--- config.mk ---
export PLATFORM = sky130hd
export DESIGN_NAME = sprite_scanline_rle_decoder_top
export DESIGN_NICKNAME = d
export VERILOG_FILES = /design/src/sv/sslrd_pkg.sv /design/src/sv/sprite_scanline_rle_decoder_top.sv
export SDC_FILE = /design/constraint.sdc
export NUM_CORES = 1
export LEC_CHECK = 0
export BUFFER_PORTS_ARGS = -buffer_cell sky130_fd_sc_hd__buf_2
export CAP_MARGIN = 30
export CORE_ASPECT_RATIO = 1.1
export CORE_MARGIN = 2
export CORE_UTILIZATION = 40
export DETAILED_ROUTE_END_ITERATION = 8
export MAX_ROUTING_LAYER = met4
export PLACE_DENSITY = 0.61
export SLEW_MARGIN = 20
export SYNTH_ARGS = -nofsm -noshare
export SYNTH_HDL_FRONTEND = slang
export SYNTH_SLANG_ARGS = --single-unit
export TNS_END_PERCENT = 20
--- constraint.sdc ---
create_clock -name clk -period 11.6 [get_ports clk]
set_clock_uncertainty 0.15 [all_clocks]
set_input_delay 0.58 -clock clk [delete_from_list [all_inputs] [get_ports clk]]
set_output_delay 0.58 -clock clk [all_outputs]
set_load 0.03 [all_outputs]
--- src/sv/sslrd_pkg.sv ---
// sslrd_pkg: shared types and constants for the sprite scanline RLE decoder.
// Holds result kinds, pending operation codes, command nibbles and field widths.
// No dependencies.
package sslrd_pkg;

  localparam int BYTE_W  = 8;
  localparam int RUN_W   = 12;
  localparam int TOTAL_W = 16;
  localparam int KIND_W  = 3;
  localparam int NIB_W   = 4;
  // pixel_value + run_length + line_pixels = 36 bits, padded to 40
  localparam int OUT_DATA_W = 40;

  typedef enum logic [KIND_W-1:0] {
    KIND_PIXEL = 3'd0,
    KIND_FILL  = 3'd1,
    KIND_SKIP  = 3'd2,
    KIND_END   = 3'd3,
    KIND_ERROR = 3'd4
  } kind_t;

  typedef enum logic [1:0] {
    OP_COPY = 2'd0,
    OP_SKIP = 2'd1,
    OP_FILL = 2'd2,
    OP_ZERO = 2'd3
  } op_t;

  // low two bits of a command byte
  localparam logic [1:0] LOW2_SHORT_COPY = 2'b00;
  localparam logic [1:0] LOW2_SHORT_SKIP = 2'b01;

  // low nibble of a command byte
  localparam logic [NIB_W-1:0] NIB_LONG_COPY = 4'h2;
  localparam logic [NIB_W-1:0] NIB_LONG_SKIP = 4'h3;
  localparam logic [NIB_W-1:0] NIB_COPY      = 4'h6;
  localparam logic [NIB_W-1:0] NIB_FILL_A    = 4'h7;
  localparam logic [NIB_W-1:0] NIB_FILL_B    = 4'ha;
  localparam logic [NIB_W-1:0] NIB_ZERO_FILL = 4'hb;
  localparam logic [NIB_W-1:0] NIB_EXTENDED  = 4'he;
  localparam logic [NIB_W-1:0] NIB_END       = 4'hf;

  // high nibble of extended commands
  localparam logic [NIB_W-1:0] EXT_ERROR_MAX = 4'h3;
  localparam logic [NIB_W-1:0] EXT_PIXEL_A   = 4'h4;
  localparam logic [NIB_W-1:0] EXT_ZFILL_A   = 4'h5;
  localparam logic [NIB_W-1:0] EXT_PIXEL_B   = 4'h6;
  localparam logic [NIB_W-1:0] EXT_ZFILL_B   = 4'h7;

endpackage

--- src/sv/sprite_scanline_rle_decoder_top.sv ---
// sprite_scanline_rle_decoder_top: byte-serial decoder for run-length coded
// sprite scanlines. Depends on sslrd_pkg.
//
// Each result is held in the output register from the cycle after the byte
// that causes it is transferred in. Throughput: one byte per cycle while
// s_tready is high; the parser state and the output register are the only
// storage on the path. s_tready drops only while a result waits in the
// output register and the sink is stalled. Reset (rst, synchronous, active
// high) returns the parser to expect a command byte, clears counts and the
// pixel total, and empties the output register.
module sprite_scanline_rle_decoder_top (
  input  logic                                 clk,
  input  logic                                 rst,
  // input stream
  input  logic                                 s_tvalid,
  output logic                                 s_tready,
  input  logic [sslrd_pkg::BYTE_W-1:0]         s_tdata,  // [7:0] code_byte
  input  logic                                 s_tuser,  // [0] line_start
  // result stream
  output logic                                 m_tvalid,
  input  logic                                 m_tready,
  // [7:0] pixel_value, [19:8] run_length, [35:20] line_pixels, [39:36] zero
  output logic [sslrd_pkg::OUT_DATA_W-1:0]     m_tdata,
  output logic [sslrd_pkg::KIND_W-1:0]         m_tuser   // [2:0] kind
);

  typedef enum logic [2:0] {
    PH_CMD   = 3'd0,
    PH_CNTLO = 3'd1,
    PH_CNT   = 3'd2,
    PH_COLOR = 3'd3,
    PH_LIT   = 3'd4
  } phase_t;

  // parser state
  phase_t                             phase;
  sslrd_pkg::op_t                     pending_op;
  logic [sslrd_pkg::RUN_W-1:0]        remaining_count;
  logic [sslrd_pkg::NIB_W-1:0]        high_count_bits;
  logic [sslrd_pkg::TOTAL_W-1:0]      pixel_total;

  // next values
  phase_t                             phase_next;
  sslrd_pkg::op_t                     pending_op_next;
  logic [sslrd_pkg::RUN_W-1:0]        remaining_count_next;
  logic [sslrd_pkg::NIB_W-1:0]        high_count_bits_next;
  logic [sslrd_pkg::TOTAL_W-1:0]      pixel_total_next;

  // result of the current byte
  logic                               res_valid;
  sslrd_pkg::kind_t                   res_kind;
  logic [sslrd_pkg::BYTE_W-1:0]       res_pix;
  logic [sslrd_pkg::RUN_W-1:0]        res_len;
  logic [sslrd_pkg::TOTAL_W-1:0]      res_tot;

  // pixel-total update, one saturating adder shared by all cases
  logic                               add_en;
  logic [sslrd_pkg::RUN_W-1:0]        add_amt;
  logic [sslrd_pkg::TOTAL_W:0]        add_sum;

  logic                               in_xfer;
  logic [sslrd_pkg::BYTE_W-1:0]       b;
  logic [sslrd_pkg::NIB_W-1:0]        top;
  logic [sslrd_pkg::NIB_W-1:0]        nib;

  assign s_tready = !m_tvalid || m_tready;
  assign in_xfer  = s_tvalid && s_tready;
  assign b        = s_tdata;
  assign top      = b[7:4];
  assign nib      = b[3:0];

  always_comb begin
    phase_next           = phase;
    pending_op_next      = pending_op;
    remaining_count_next = remaining_count;
    high_count_bits_next = high_count_bits;
    pixel_total_next     = pixel_total;

    res_valid = 1'b0;
    res_kind  = sslrd_pkg::KIND_PIXEL;
    res_pix   = '0;
    res_len   = '0;
    res_tot   = '0;
    add_en    = 1'b0;
    add_amt   = '0;

    // line_start drops any command in progress
    if (s_tuser) begin
      phase_next           = PH_CMD;
      pending_op_next      = sslrd_pkg::OP_COPY;
      remaining_count_next = '0;
      high_count_bits_next = '0;
      pixel_total_next     = '0;
    end

    case (phase_next)
      PH_CNTLO: begin
        if (pending_op_next == sslrd_pkg::OP_COPY) begin
          remaining_count_next = {high_count_bits_next, b};
          phase_next = ({high_count_bits_next, b} != '0) ? PH_LIT : PH_CMD;
        end else begin
          res_valid  = 1'b1;
          res_kind   = sslrd_pkg::KIND_SKIP;
          res_len    = {high_count_bits_next, b};
          add_en     = 1'b1;
          add_amt    = {high_count_bits_next, b};
          phase_next = PH_CMD;
        end
      end
      PH_CNT: begin
        if (pending_op_next == sslrd_pkg::OP_COPY) begin
          remaining_count_next = {4'd0, b};
          phase_next = (b != '0) ? PH_LIT : PH_CMD;
        end else if (pending_op_next == sslrd_pkg::OP_FILL) begin
          remaining_count_next = {4'd0, b};
          phase_next           = PH_COLOR;
        end else begin
          res_valid  = 1'b1;
          res_kind   = sslrd_pkg::KIND_FILL;
          res_len    = {4'd0, b};
          add_en     = 1'b1;
          add_amt    = {4'd0, b};
          phase_next = PH_CMD;
        end
      end
      PH_COLOR: begin
        res_valid  = 1'b1;
        res_kind   = sslrd_pkg::KIND_FILL;
        res_pix    = b;
        res_len    = remaining_count_next;
        add_en     = 1'b1;
        add_amt    = remaining_count_next;
        phase_next = PH_CMD;
      end
      PH_LIT: begin
        res_valid            = 1'b1;
        res_kind             = sslrd_pkg::KIND_PIXEL;
        res_pix              = b;
        add_en               = 1'b1;
        add_amt              = 12'd1;
        remaining_count_next = remaining_count_next - 12'd1;
        if (remaining_count_next == '0) begin
          phase_next = PH_CMD;
        end
      end
      default: begin
        // command byte; unused phase codes land here too
        phase_next = PH_CMD;
        if (b[1:0] == sslrd_pkg::LOW2_SHORT_COPY) begin
          remaining_count_next = {6'd0, b[7:2]};
          phase_next = (b[7:2] != '0) ? PH_LIT : PH_CMD;
        end else if (b[1:0] == sslrd_pkg::LOW2_SHORT_SKIP) begin
          res_valid = 1'b1;
          res_kind  = sslrd_pkg::KIND_SKIP;
          res_len   = {6'd0, b[7:2]};
          add_en    = 1'b1;
          add_amt   = {6'd0, b[7:2]};
        end else begin
          case (nib)
            sslrd_pkg::NIB_LONG_COPY, sslrd_pkg::NIB_LONG_SKIP: begin
              high_count_bits_next = top;
              pending_op_next = (nib == sslrd_pkg::NIB_LONG_COPY) ?
                                sslrd_pkg::OP_COPY : sslrd_pkg::OP_SKIP;
              phase_next = PH_CNTLO;
            end
            sslrd_pkg::NIB_COPY: begin
              if (top == '0) begin
                pending_op_next = sslrd_pkg::OP_COPY;
                phase_next      = PH_CNT;
              end else begin
                remaining_count_next = {8'd0, top};
                phase_next           = PH_LIT;
              end
            end
            sslrd_pkg::NIB_FILL_A, sslrd_pkg::NIB_FILL_B: begin
              pending_op_next = sslrd_pkg::OP_FILL;
              if (top == '0) begin
                phase_next = PH_CNT;
              end else begin
                remaining_count_next = {8'd0, top};
                phase_next           = PH_COLOR;
              end
            end
            sslrd_pkg::NIB_ZERO_FILL: begin
              if (top == '0) begin
                pending_op_next = sslrd_pkg::OP_ZERO;
                phase_next      = PH_CNT;
              end else begin
                res_valid = 1'b1;
                res_kind  = sslrd_pkg::KIND_FILL;
                res_len   = {8'd0, top};
                add_en    = 1'b1;
                add_amt   = {8'd0, top};
              end
            end
            sslrd_pkg::NIB_EXTENDED: begin
              if (top <= sslrd_pkg::EXT_ERROR_MAX) begin
                res_valid        = 1'b1;
                res_kind         = sslrd_pkg::KIND_ERROR;
                pixel_total_next = '0;
              end else if (top inside {sslrd_pkg::EXT_PIXEL_A,
                                       sslrd_pkg::EXT_PIXEL_B}) begin
                res_valid = 1'b1;
                res_kind  = sslrd_pkg::KIND_PIXEL;
                add_en    = 1'b1;
                add_amt   = 12'd1;
              end else if (top inside {sslrd_pkg::EXT_ZFILL_A,
                                       sslrd_pkg::EXT_ZFILL_B}) begin
                pending_op_next = sslrd_pkg::OP_ZERO;
                phase_next      = PH_CNT;
              end
            end
            sslrd_pkg::NIB_END: begin
              res_valid        = 1'b1;
              res_kind         = sslrd_pkg::KIND_END;
              res_tot          = pixel_total_next;
              pixel_total_next = '0;
            end
            default: begin
            end
          endcase
        end
      end
    endcase

    // saturating pixel total
    add_sum = {1'b0, pixel_total_next} + {{(sslrd_pkg::TOTAL_W+1-sslrd_pkg::RUN_W){1'b0}},
                                          add_amt};
    if (add_en) begin
      pixel_total_next = add_sum[sslrd_pkg::TOTAL_W] ? '1
                                                     : add_sum[sslrd_pkg::TOTAL_W-1:0];
    end
  end

  always_ff @(posedge clk) begin
    if (rst) begin
      phase           <= PH_CMD;
      pending_op      <= sslrd_pkg::OP_COPY;
      remaining_count <= '0;
      high_count_bits <= '0;
      pixel_total     <= '0;
      m_tvalid        <= 1'b0;
    end else begin
      if (in_xfer) begin
        phase           <= phase_next;
        pending_op      <= pending_op_next;
        remaining_count <= remaining_count_next;
        high_count_bits <= high_count_bits_next;
        pixel_total     <= pixel_total_next;
        m_tvalid        <= res_valid;
      end else if (m_tready) begin
        m_tvalid <= 1'b0;
      end
    end
  end

  // output payload, loaded with each input transfer
  always_ff @(posedge clk) begin
    if (in_xfer) begin
      m_tuser <= res_kind;
      m_tdata <= {4'd0, res_tot, res_len, res_pix};
    end
  end

endmodule
==> metrics.txt, run 1 <==
CP Data Arrival Time=4760 ps; dominant cell type by area after synthesis=edfxtp_1; crit-path cells=buf_2 > or2_2 > nor2_1 > a22oi_1 > a2bb2oi_1 > o22a_1 > ha_1 > inv_1 > fa_1 > nor2b_1 > o31a_1 > o41ai_2 > a22o_1 > nor3_1 > a41o_1 > a211oi_1; nets=660; DRC violation count after routing=0; die span in y=123.7 um; Peak VDD IR=0.07532 mV; deepest clock path buffer count=2; Final Cycle Share=40.77%; initial antenna violation count=0; busiest grt layer=met2; area of the die=13950 um^2; M2 GR Usage=38.92%; first-pass GRT wire length=24.90 mm; Synth-to-Final Area Change=11.17%; input/output buffers=53; Clock power frac=36.9%; post-cts sizing count=0; min-delay worst type=reg -> reg; number of diodes=0; Critical Path RT=11630 ps; setup TNS=0 ps; CP max stage delay=680 ps; Netlist Area Pre-Place=5210 um^2; total wire length=15.61 mm; largest net degree at the start of global routing=63; Worst Path Class, Setup=in -> reg; run status=finished, final reports clean; Seq cells post-synth=77; Netlist cell types=79; post-CTS setup buffers=0; Main synth FF type=edfxtp_1; DP HPWL=10.91 mm; Crit-path slowest cell=nor2_1; hold-fix buffers at CTS=0; CTS tree=yes; Placed Cells=777; Clock Latency Late Sink=350 ps; Mapped Cells=607; Horiz. Die Dim=112.8 um; Cell Rows=43; starting density of the core=41.21%; gr usage total=23.49%; Routed Antenna Nets=0; DR iter-0 viols=439; Power Total=757.1 uW; GR Util met1=27.22%; Worst Path Buf+Inv=2; number of synthesized flops with an enable pin=39; H-tree depth=3; First-pass DRT Iterations=7; leakage power=2.202 nW; crit-path leading delay family=simple AND/OR/NAND/NOR gates; Net Sw Power=238.6 uW; Syn Area/Cell=8.583 um^2; max-cap check violation count=0; power share of the combinational group=21.0%; Pins Over Slew Limit=0; vias in the first global route=4756; I/O pin count=58; largest cells by area after synthesis=edfxtp_1 22%, dfxtp_1 15%, o21ai_0 4.6%, a21oi_1 4.5%, nor2_1 4.1%; PD cells=130.7 nW/um^2; RePlAce Congestion=0.9543; internal power=518.5 uW; Fmax achieved=0.2115 GHz; Final Hold Fails=0; Reg power frac=42.1%; share of layout cells above drive strength 1=14.91%; core area=12640 um^2; Worst-path clk slew=50 ps; fin crit period=4729 ps; vias=4908; met3 global-route usage=4.282%; setup violators final=0; Sink Count=77; Worst Path Max Fanout=28; Post-synth ARST share=0%; Routed WL per cell=19.65 um; RSZ-0062 raised after global routing=false; crit end category=register; worst slew margin relative to its limit=32.57%; top cell type's share of synthesized area=22.48%; Critical Path Start Type=input port; Root Buffer=clkbuf_16; sequential element share of the synthesized area=37.08%; Via-to-Cell Ratio=6.181; worst-margin pin slew=1001 ps; gr ovfl total=0; Num CTS Buffers=9; yosys warns=0; fin cells=794; switch share=31.51%
## registers in the layout (all words and copies together), names as in the netlist
signal	count
phase	3
m_tuser	3
high_count_bits	4
pixel_total	16
remaining_count	12
pending_op	2
m_tvalid	1
m_tdata	36
## power groups by stage
stage | clock (mW) | sequential [mW] | combinational [mW]
detailed placement | 0 | 0.325 | 0.156
CTS | 0.285 | 0.319 | 0.157
global placement | 0 | 0.324 | 0.154
global route | 0.296 | 0.321 | 0.173
floorplan | 0 | 0.335 | 0.105
finish | 0.279 | 0.319 | 0.159
## Yosys cell counts, types with 3 or more instances
| master | instances |
|---|---|
| nand3b_1 | 3 |
| a22oi_1 | 9 |
| ha_1 | 14 |
| buf_2 | 5 |
| o22ai_1 | 4 |
| o21ai_0 | 48 |
| a21oi_2 | 3 |
| a21o_1 | 5 |
| xnor2_1 | 8 |
| o21a_1 | 8 |
| nand3_1 | 16 |
| nor4_1 | 7 |
| and2_1 | 29 |
| a31oi_1 | 6 |
| a21boi_0 | 3 |
| or2_2 | 5 |
| edfxtp_1 | 39 |
| nand4b_1 | 5 |
| nor2_1 | 57 |
| a41oi_1 | 3 |
| nand2_1 | 38 |
| a22o_1 | 9 |
| o31ai_1 | 3 |
| xor2_1 | 5 |
| a211o_1 | 3 |
| buf_4 | 5 |
| dfxtp_1 | 38 |
| a21oi_1 | 47 |
| a211oi_1 | 13 |
| nand2b_1 | 12 |
| and3_1 | 5 |
| clkbuf_1 | 32 |
| nor2b_1 | 17 |
| inv_1 | 18 |
| nor3b_1 | 3 |
| a221o_1 | 6 |
| nor3_1 | 15 |
| a221oi_1 | 6 |
| nand4_1 | 3 |
## cell families after synthesis
family | after synthesis | share of synthesized area (%)
AND/OR/NAND/NOR | 225 | 22.89
AO/OA/AOI/OAI | 209 | 27.98
flip-flops | 77 | 37.08
buffers and inverters | 64 | 5.379
adder cells (fa/ha/maj) | 15 | 3.746
XOR/XNOR | 13 | 2.185
multiplexers | 3 | 0.6724
other | 1 | 0.07198
## worst min-delay path: cells and delay by family (launching register included)
kind | cells | cell delay (ps)
compound gates | 1 | 50
flops | 1 | 320
simple gates | 1 | 60
## through the flow
step	instance area, um^2	worst slack, ps	hold WS [ps]	util [%]
2_1_floorplan	5221	7479	290.1	-
3_3_place_gp	5493	6707	328.5	43.44
3_5_place_dp	5493	6621	322.7	43.44
4_1_cts	5784	6972	330.3	45.75
5_1_grt	5792	6631	361.1	45.81
6_report	5792	6871	328.1	45.81
## area by class of cell
cell class / instances / area [um^2]
multi-input combinational: 469 / 3009
clock buffer: 9 / 225.2
tap: 157 / 196.4
sequential: 77 / 1932
clock inverter: 7 / 66.31
fill: 1220 / 6852
timing repair buffer: 57 / 295.3
inverter: 18 / 67.56
## metal layers
layer	share of wire (%)	routed length, um
met2	48	7551
met3	6.5	1022
met5	0	0
met4	3.9	607
met1	41	6424
## cell usage in the layout (no fill, tap or decap), types with 4 or more instances in the layout
cell       instances
nand3_1           16
dfxtp_1           38
a221oi_1           6
nor4_1             7
edfxtp_1          39
ha_1              14
o21a_1             8
xnor2_1            8
nand2b_1          12
xor2_1             5
buf_4              4
clkbuf_16          9
a22o_1             9
nand2_1           38
or2_2              5
o21ai_0           48
nand4b_1           5
a221o_1            6
a211oi_1          13
a31oi_1            6
nor2b_1           17
a21oi_1           47
nor3_1            15
nor2_1            57
and2_1            29
buf_2             53
and3_1             5
o22ai_1            4
a22oi_1            9
conb_1             4
inv_1             17
a21o_1             5
## path summary, 6_finish.rpt
check	startpoint	cells after the start	endpoint	slack, ps
setup / recovery	s_tuser	16	pixel_total[14]	6870
hold / removal	pixel_total[9]	2	pixel_total[9]	330
setup reg to reg	phase[1]	16	pixel_total[14]	6900
hold reg to reg	pixel_total[9]	2	pixel_total[9]	330
(Power assumes the default switching activity.)
==> inputs of run 2 (changes only) <==
Clock period 11.6 ns to 5 ns, I/O delays scaled along.
==> run 2 against run 1 <==
Effect of this change: flip-flop and latch count unchanged; die area unchanged; power is 130% higher; critical endpoint is now pixel_total[10]; largest cell class unchanged; highest routed layer unchanged; sequential power up 130%; global-route usage fell by 0.36 points; cell area up 0.82%; count of clock-buffer cells in the layout up 2; core utilization grew 0.38 points.
==> metrics.txt, run 2 (synthesis results as in run 1) <==
worst hold margin=102.9 ps; WHS Endpoint=m_tvalid; Routed Antenna Nets=0; worst-margin pin slew=938.0 ps; total wire length=15.30 mm; commonest non-fill, non-tap cell in the layout=nor2_1; Num CTS Buffers=9; hold-fix buffers at CTS=0; core area=12640 um^2; crit-path cells=buf_4 > nor2_1 > and3_1 > a22oi_1 > a2bb2oi_1 > o22a_1 > ha_1 > inv_1 > fa_1 > nor2b_1 > o31a_1 > o41ai_2 > o21ba_2 > o21ai_0 > mux2_4 > o31ai_2; Worst Path Class, Setup=reg -> reg; max FFs per register=36; Fmax achieved=0.2209 GHz; Worst Path Max Fanout=17; number of diodes=0; DR iter-0 viols=455; CTS tree=yes; initial antenna violation count=0; Root Buffer=clkbuf_16; Cell Rows=43; worst reg2reg endpoint=pixel_total[10]; Clock Latency Late Sink=340 ps; Largest regs=m_tdata x36, pixel_total x16, remaining_count x12; RSZ-0062 raised after global routing=false; PD cells=301.6 nW/um^2; Via-to-Cell Ratio=6.119; first-pass GRT wire length=24.60 mm; die span in y=123.7 um; vias in the first global route=4748; gr ovfl total=0; CP max stage delay=680 ps; Routed WL per cell=19.12 um; leakage power=2.237 nW; nets=666; Sink Count=77; max-cap check violation count=0; reg2reg path depth=16; setup violators final=0; min-delay worst type=in -> reg; DRC violation count after routing=0; Final Cycle Share=90.54%; Horiz. Die Dim=112.8 um; DP HPWL=11.04 mm; Critical Path RT=5100 ps; Pins Over Slew Limit=0; Worst-path clk slew=60 ps; setup TNS=0 ps; Power Total=1.761 mW; post-route cell area=5839 um^2; vias=4895; most frequent cells in the layout=57 x nor2_1, 53 x buf_2, 48 x o21ai_0; area of the die=13950 um^2; crit end category=register; Critical Path Start Type=register; Reg2Reg Setup Slack=470 ps; share of layout cells above drive strength 1=15.71%; Final Hold Fails=0; input/output buffers=53; run status=finished, final reports clean; H-tree depth=3; Biggest register=m_tdata; Peak VDD IR=0.1798 mV; Area after DPL=5538 um^2; Crit-path slowest cell=and3_1; First-pass DRT Iterations=6; reg2reg start=phase[2]; worst slew margin relative to its limit=36.80%; fin crit period=4527 ps; post-CTS setup buffers=0; I/O pin count=58; largest net degree at the start of global routing=46; starting density of the core=41.21%; Synth-to-Final Area Change=12.08%; RePlAce Congestion=0.9392; post-cts sizing count=0; Hold Startpoint=m_tready; gr usage total=23.13%; hold path cells=3; CP Data Arrival Time=4630 ps; deepest clock path buffer count=2
==> run 2: critical path, delay by kind of cell, from the launching register on <==
kind	cells	cell delay, ps
DFF	1	310
and+or+nand+nor	3	1230
adders and majority gates	2	610
buffers and inverters	2	220
muxes	1	330
AOI/OAI and AO/OA	8	1590
==> run 2: how the worst max path moves through the flow <==
stage          startpoint              end  slack, ps
2_1_floorplan    phase[2]  pixel_total[10]       1180
3_3_place_gp      s_tuser  pixel_total[10]        640
3_5_place_dp      s_tuser  pixel_total[10]        520
4_1_cts          phase[2]  pixel_total[10]        500
5_1_grt          phase[2]  pixel_total[14]        120
6_report         phase[2]  pixel_total[10]        470
==> run 2: stage by stage <==
step | utilization (%) | setup slack, ps | cells
floorplan | - | 1177 | 610
global placement | 43.80 | 635.4 | 783
detailed placement | 43.80 | 515.0 | 783
CTS | 46.13 | 500.6 | 799
global route | 46.19 | 119.0 | 800
finish | 46.19 | 473.0 | 800
==> run 2: layout make-up <==
type / instances / area [um^2]
Sequential cell: 77 / 1932
Tap cell: 157 / 196.4
Multi-Input combinational cell: 469 / 3009
Timing Repair Buffer: 63 / 340.3
Inverter: 18 / 67.56
Clock buffer: 11 / 242.7
Clock inverter: 5 / 51.30
Fill cell: 1203 / 6804
==> run 2: layer usage <==
| layer | vias to the layer above | GRT usage, % | routed length (um) |
|---|---|---|---|
| met5 | - | - | 0 |
| met2 | 193 | 38.77 | 7546 |
| met1 | 2349 | 27.71 | 6478 |
| met3 | 38 | 3.650 | 792 |
| li1 | 2315 | - | - |
| met4 | 0 | 10.37 | 481 |
==> run 2: report_power, final <==
group	internal [mW]	switching, mW
Clock	0.397	0.252
Combinational	0.120	0.253
Sequential	0.705	0.0340
==> inputs of run 3 (changes only) <==
Settings changed: CORE_UTILIZATION 40 to 60, PLACE_DENSITY 0.61 to 0.84.
==> run 3 against run 2 <==
Effect of this change: clock power is 20% lower; sequential power hardly changed; first-iteration DRC count is 26% lower; largest cell class unchanged; highest routed layer unchanged.
==> metrics.txt, run 3 (synthesis results as in run 1) <==
gr usage total=33.06%; crit end category=register; Final Cycle Share=87.46%; fin crit period=4373 ps; Pins Over Slew Limit=0; Routed WL per cell=19.75 um; Final Hold Fails=0; Multi-input gate area=3009 um^2; Reg area=1932 um^2; Worst-path clk slew=90 ps; hold path cells=3; vias=4949; Reg2Reg Setup Slack=630 ps; max FFs per register=36; DR iter-0 viols=338; DP HPWL=10.43 mm; reg2reg path depth=15; starting density of the core=61.96%; Critical Path RT=5130 ps; Worst Setup SP=phase[2]; first-pass GRT wire length=23.74 mm; Synth-to-Final Area Change=9.054%; Clock Latency Late Sink=360 ps; number of diodes=0; setup violators final=0; DRC violation count after routing=0; First-pass DRT Iterations=6; worst reg2reg endpoint=pixel_total[10]; CP Data Arrival Time=4510 ps; total wire length=14.83 mm; input/output buffers=53; Crit-path slowest cell=and3_1; Worst Path Class, Setup=reg -> reg; most frequent cells in the layout=57 x nor2_1, 53 x buf_2, 48 x o21ai_0; Horiz. Die Dim=92.85 um; RSZ-0062 raised after global routing=false; Fillers=697; worst slew margin relative to its limit=37.12%; vias in the first global route=4763; share of layout cells above drive strength 1=15.47%; setup TNS=0 ps; H-tree depth=3; run status=finished, final reports clean; Fmax achieved=0.2287 GHz; Via-to-Cell Ratio=6.590; Routed Antenna Nets=0; Largest regs=m_tdata x36, pixel_total x16, remaining_count x12; CTS tree=yes; post-CTS setup buffers=0; commonest non-fill, non-tap cell in the layout=nor2_1; die span in y=101.7 um; crit-path cells=nor2_1 > and3_1 > a22oi_1 > a2bb2oi_1 > o22a_1 > ha_1 > inv_1 > fa_1 > nor2b_1 > o31a_1 > o41ai_2 > o21ba_2 > o21ai_0 > mux2_4 > o31ai_2; hold-fix buffers at CTS=0; worst-margin pin slew=938.9 ps; max-cap check violation count=0; deepest clock path buffer count=2; PD cells=286.6 nW/um^2; CP max stage delay=620 ps; min-delay worst type=in -> reg; RePlAce Congestion=1.034; largest net degree at the start of global routing=46; reg2reg start=phase[2]; Peak VDD IR=0.1638 mV; Cell Rows=35; nets=663; Sink Count=77; Num CTS Buffers=9; Biggest register=m_tdata; I/O pin count=58; post-cts sizing count=0; Critical Path Start Type=register; core area=8408 um^2; CP endpoint=pixel_total[10]; Layout Utilization=67.57%; gr ovfl total=0; Worst Path Max Fanout=17; initial antenna violation count=0; area of the die=9445 um^2; leakage power=2.182 nW; Root Buffer=clkbuf_8
-- run 3: worst max-delay path, delay by kind of cell, from the launching register on --
kind                     cells  cell delay (ps)
AO/OA/AOI/OAI                8             1520
AND/OR/NAND/NOR              3             1220
adder cells (fa/ha/maj)      2              600
flip-flops                   1              390
multiplexers                 1              330
buffers and inverters        1               60
-- run 3: how the worst min path moves through the flow --
| stage | startpoint | end | slack [ps] |
|---|---|---|---|
| after global routing | m_tready | m_tvalid | 90 |
| after floorplan | pixel_total[9] | pixel_total[9] | 290 |
| after CTS | m_tready | m_tvalid | 70 |
| after detailed placement | pixel_total[5] | pixel_total[5] | 320 |
| final | m_tready | m_tvalid | 70 |
| after global placement | pixel_total[9] | pixel_total[9] | 320 |
-- run 3: report_power, final --
group	internal [mW]	switching, mW
logic	0.117	0.250
clock network	0.281	0.241
registers	0.703	0.0354
-- run 3: stage by stage --
step / hold WS, ps / instance area, um^2 / power [mW] / std cells / worst slack, ps
after floorplan: 290.1 / 5221 / 1.019 / 610 / 1177
after global placement: 317.0 / 5465 / 1.105 / 735 / 693.0
after detailed placement: 324.2 / 5465 / 1.110 / 735 / 639.7
after CTS: 69.26 / 5682 / 1.622 / 751 / 688.7
after global routing: 90.70 / 5682 / 1.683 / 751 / 358.5
final: 70.10 / 5682 / 1.628 / 751 / 627.1
-- run 3: cell type report --
type,count,share of cell area (%)
repair buffers,60,5.593
well taps,111,2.444
clock buffers,10,2.246
multi-input cells,469,52.96
flip-flops and latches,77,34.00
inverters,18,1.189
clock inverters,6,1.564
-- run 3: metal layers --
metal	up-vias	routed length, um	track usage (%)
met4	0	426	14.37
met5	-	0	-
met1	2341	5968	39.18
li1	2303	-	-
met2	260	7262	55.91
met3	45	1173	5.208
